==> config.mk <==
export PLATFORM = sky130hd
export DESIGN_NAME = tcc_cursor
export DESIGN_NICKNAME = d
export VERILOG_FILES = /design/src/design/tcc_pkg.sv /design/src/design/tcc_cursor.sv
export SDC_FILE = /design/constraint.sdc
export NUM_CORES = 1
export LEC_CHECK = 0
export BUFFER_PORTS_ARGS = -buffer_cell sky130_fd_sc_hd__clkbuf_2
export CORE_UTILIZATION = 25
export DETAILED_ROUTE_END_ITERATION = 12
export SETUP_SLACK_MARGIN = 0.5
export SLEW_MARGIN = 25
export SYNTH_ARGS = -nofsm -noshare
export SYNTH_HDL_FRONTEND = slang
export SYNTH_SLANG_ARGS = --single-unit
==> constraint.sdc <==
create_clock -name vclk -period 4.9
set_input_delay 0.245 -clock vclk [all_inputs]
set_output_delay 0.245 -clock vclk [all_outputs]
set_load 0.01 [all_outputs]
==> src/design/tcc_pkg.sv <==
package tcc_pkg;

   localparam int COLUMNS_DEF = 80;
   localparam int ROWS_DEF    = 25;

   localparam int CELL_W = 16;
   localparam int ATTR_W = 8;
   localparam int CHAR_W = 8;

   localparam logic [ATTR_W-1:0] RESET_ATTR = 8'h0F;
   localparam logic [CHAR_W-1:0] BLANK_CHAR = 8'h20;

   localparam logic [CHAR_W-1:0] CH_NEWLINE   = 8'd10;
   localparam logic [CHAR_W-1:0] CH_RETURN    = 8'd13;
   localparam logic [CHAR_W-1:0] CH_BACKSPACE = 8'd8;

   localparam logic [1:0] OP_PUT   = 2'd0;
   localparam logic [1:0] OP_CLEAR = 2'd1;
   localparam logic [1:0] OP_READ  = 2'd2;

   typedef enum logic [1:0] {
      ST_INIT,
      ST_IDLE,
      ST_SWEEP,
      ST_FINISH
   } state_type;

   typedef struct packed {
      logic write_cell;
      logic scroll;
   } cursor_ctl_type;

endpackage

==> src/design/tcc_cursor.sv <==
module tcc_cursor #(
   parameter int COLUMNS = tcc_pkg::COLUMNS_DEF,
   parameter int ROWS    = tcc_pkg::ROWS_DEF,
   localparam int CELLS  = COLUMNS * ROWS,
   localparam int ROW_W  = $clog2(ROWS),
   localparam int COL_W  = $clog2(COLUMNS),
   localparam int ADDR_W = $clog2(CELLS)
) (
   input  logic [ROW_W-1:0]           cur_row,
   input  logic [COL_W-1:0]           cur_col,
   input  logic [ADDR_W-1:0]          base,
   input  logic [tcc_pkg::CHAR_W-1:0] char_code,
   output logic [ROW_W-1:0]           next_row,
   output logic [COL_W-1:0]           next_col,
   output logic [ADDR_W-1:0]          wr_addr,
   output tcc_pkg::cursor_ctl_type    ctl
);

   localparam int AW_X = ADDR_W + 1;

   logic [ROW_W:0]   row_x;
   logic [COL_W-1:0] col_n;
   logic [AW_X-1:0]  lin_addr;
   logic [AW_X-1:0]  sum_addr;

   always_comb begin
      row_x          = {1'b0, cur_row};
      col_n          = cur_col;
      ctl.write_cell = 1'b0;
      priority if (char_code == tcc_pkg::CH_NEWLINE) begin
         col_n = '0;
         row_x = row_x + 1'b1;
      end else if (char_code == tcc_pkg::CH_RETURN) begin
         col_n = '0;
      end else if (char_code == tcc_pkg::CH_BACKSPACE) begin
         if (cur_col != '0) begin
            col_n = cur_col - 1'b1;
         end else if (cur_row != '0) begin
            row_x = row_x - 1'b1;
            col_n = COL_W'(COLUMNS - 1);
         end
      end else begin
         ctl.write_cell = 1'b1;
         if (cur_col == COL_W'(COLUMNS - 1)) begin
            col_n = '0;
            row_x = row_x + 1'b1;
         end else begin
            col_n = cur_col + 1'b1;
         end
      end
      ctl.scroll = (row_x == (ROW_W + 1)'(ROWS));
      next_row   = ctl.scroll ? ROW_W'(ROWS - 1) : row_x[ROW_W-1:0];
      next_col   = col_n;
   end

   // The screen is a ring of rows; base is the cell offset of the top row.
   always_comb begin
      lin_addr = AW_X'(cur_row) * AW_X'(COLUMNS) + AW_X'(cur_col);
      sum_addr = lin_addr + AW_X'(base);
      if (sum_addr >= AW_X'(CELLS)) begin
         sum_addr = sum_addr - AW_X'(CELLS);
      end
      wr_addr = sum_addr[ADDR_W-1:0];
   end

endmodule

==> results.yml <==
cells_and_area:
  stdcell_area_um2: 2188
  seq_area_um2: 0
  clock_buffers: 0
  seq_cells: 0
  drive_gt1_frac: 0.2467
  fillers: 796
  final_cells: 396
  antenna_cells: 0
  multi_input_area_um2: 1728
  final_net_count: 368
  syn2layout_area_growth_pct: 18.50
drt:
  routed_via_density: 5.020
  drt_iter0_drc: 115
  first_pass_iters: 4
  vias: 1988
  drc: 0
  wl_per_cell_um: 12.10
  routed_wl_mm: 4.790
  ant_nets: 0
die:
  core_um2: 6982
  die_x_um: 87.95
  start_util: 0.2645
  die-area_um2: 7735
  dieHeight_um: 87.95
  fp-row-count: 30
  pin_count: 56
global_routing:
  grt_pass1_wl_mm: 7.714
  grt_max_degree: 13
  grt_pass1_vias: 1741
  antenna_found_initial: 0
  grt.total_usage: 0.1205
  grt-ovfl-total: 0
setup_path:
  cp-start-kind: "primary input"
  crit_buf_inv: 2
  cpMostUsedCell: "ha_1"
  worstPathCellList: "clkbuf_2 -> ha_1 -> ha_1 -> fa_1 -> xor2_1 -> ha_1 -> ha_1 -> o21a_1 -> o211a_1 -> and3_1 -> nor4_4 -> nand3_1 -> o31ai_2 -> mux2_2 -> clkbuf_2"
  worstPathMaxFanout: 7
  crit_slowest_cell: "fa_1"
  cp_top_family: "adder cells"
  crit_path_end_kind: "output port"
  path_class: "primary input to output port"
  cp.arrival_ns: 3.87
  critPathMaxStageDelay_ns: 0.40
  cp.required_ns: 4.66
synth:
  synth_nets: 315
  synth_area_um2: 1847
  avgSynthCellArea_um2: 7.417
  syn_inst: 249
  synth.yosys.seq_area_share: 0
  yosysWarnings: 0
  ys_types: 63
sta:
  fin_tns_setup_ns: 0
  setup_violations: 0
  fmax_mhz: 243.0
  fin_crit_sh: 0.8398
  grt_setup_unrepaired: "no"
  tightest_slew_ns: 0.9826
  finalMaxSlewViolations: 0
  hold_viol: 0
  fin_crit_ns: 4.115
  slew_headroom: 0.3389
outcome:
  outcome: "complete, no violations"
power:
  irDropWorstVdd_uv: 124.0
  power_density_nw_per_um2: 232.9
  p_leak_nw: 1.021
placement:
  dp_cells: 396
  dp_hpwl_mm: 4.144
  dpl-instance-area_um2: 2175
  portBuffers: 56
  gp_congestion: 0.8358
clock_tree:
  cts_resized: 0
  post_cts_buffers: 0
  holdBufCountCts: 0
hold_path:
  hold_path_class: "primary input to output port"
job:
  maxCapViolations: 0
final cells by class:
cell class         instances  area share
multi-input cells        228      0.7896
inverters                 16     0.02744
repair buffers            56      0.1281
well taps                 96     0.05489
placed cells by master (no fill, tap or decap), types with 2 or more instances in the layout:
| cell type | n |
|---|---|
| nor3_1 | 7 |
| nand3b_1 | 2 |
| nor3b_1 | 2 |
| xor2_1 | 3 |
| nor4_1 | 3 |
| nand2b_1 | 3 |
| clkbuf_2 | 56 |
| xnor2_1 | 13 |
| o31ai_1 | 2 |
| a211oi_1 | 7 |
| a31oi_1 | 2 |
| nor4b_1 | 3 |
| a21o_1 | 3 |
| nand2_1 | 24 |
| inv_1 | 16 |
| mux2i_1 | 2 |
| ha_1 | 30 |
| nor2b_1 | 6 |
| fa_1 | 5 |
| a22oi_1 | 2 |
| o21ai_0 | 15 |
| a2bb2oi_1 | 2 |
| and3_1 | 3 |
| nor2_1 | 20 |
| nand3_1 | 11 |
| or2_2 | 3 |
| a21oi_1 | 14 |
| mux2_2 | 3 |
| o22ai_1 | 6 |
where the power goes:
part	internal, W	total, W	switching, W
logic	0.000220	0.000510	0.000289
registers	0	0	0
clock network	0	0	0
total	0.000220	0.000510	0.000289
synth_stat cells, drive strengths merged (3+ instances only):
| cell | n | share of area |
|---|---|---|
| nand2b | 3 | 0.010 |
| a211oi | 7 | 0.028 |
| xnor2 | 13 | 0.062 |
| a21oi | 14 | 0.038 |
| inv | 16 | 0.033 |
| nor4b | 3 | 0.014 |
| nor3b | 4 | 0.025 |
| nand3 | 11 | 0.030 |
| or2 | 3 | 0.010 |
| xor2 | 3 | 0.014 |
| mux2 | 3 | 0.018 |
| o21ai | 15 | 0.041 |
| o22ai | 6 | 0.020 |
| nand2 | 24 | 0.049 |
| nor2b | 7 | 0.028 |
| nor3 | 8 | 0.024 |
| and3 | 4 | 0.014 |
| fa | 5 | 0.054 |
| o31ai | 3 | 0.012 |
| nor4 | 4 | 0.017 |
| a21o | 3 | 0.012 |
| nor2 | 20 | 0.041 |
| ha | 30 | 0.20 |
stage by stage:
stage | setup slack, ns | hold WS, ns | power (W) | utilization
global route | 0.5132 | 0.8738 | 0.0005768 | 0.3134
floorplan | 1.162 | 0.5732 | 0.0003617 | -
detailed placement | 0.6441 | 0.8514 | 0.0005014 | 0.3115
global placement | 0.7159 | 0.8499 | 0.0005021 | 0.3115
finish | 0.7852 | 0.8395 | 0.0005097 | 0.3134
CTS | 0.6159 | 0.8514 | 0.0005044 | 0.3115
cells by family (layout without fill, tap and decap cells):
family          Yosys count  count (layout)  synth area share
xor+xnor                 16              16           0.07588
fa+ha+maj                35              35            0.2575
mux                       5               5           0.02913
compound gates           70              70            0.2527
simple gates            102             102            0.3130
buf+inv                  21              72           0.07181
final timing paths:
check,slack [ns],from,end,cells after the start
hold / removal,0.84,base[0],wr_addr[0],3
setup / recovery,0.79,cur_row[1],wr_addr[5],15
metal layers:
metal / global-route usage / wire, µm
met1: 0.1700 / 2331
met2: 0.2051 / 2208
met3: 0.01225 / 232
met4: 0.008942 / 17
met5: 0 / 0
Note: power is estimated with default switching activity, not from simulation.
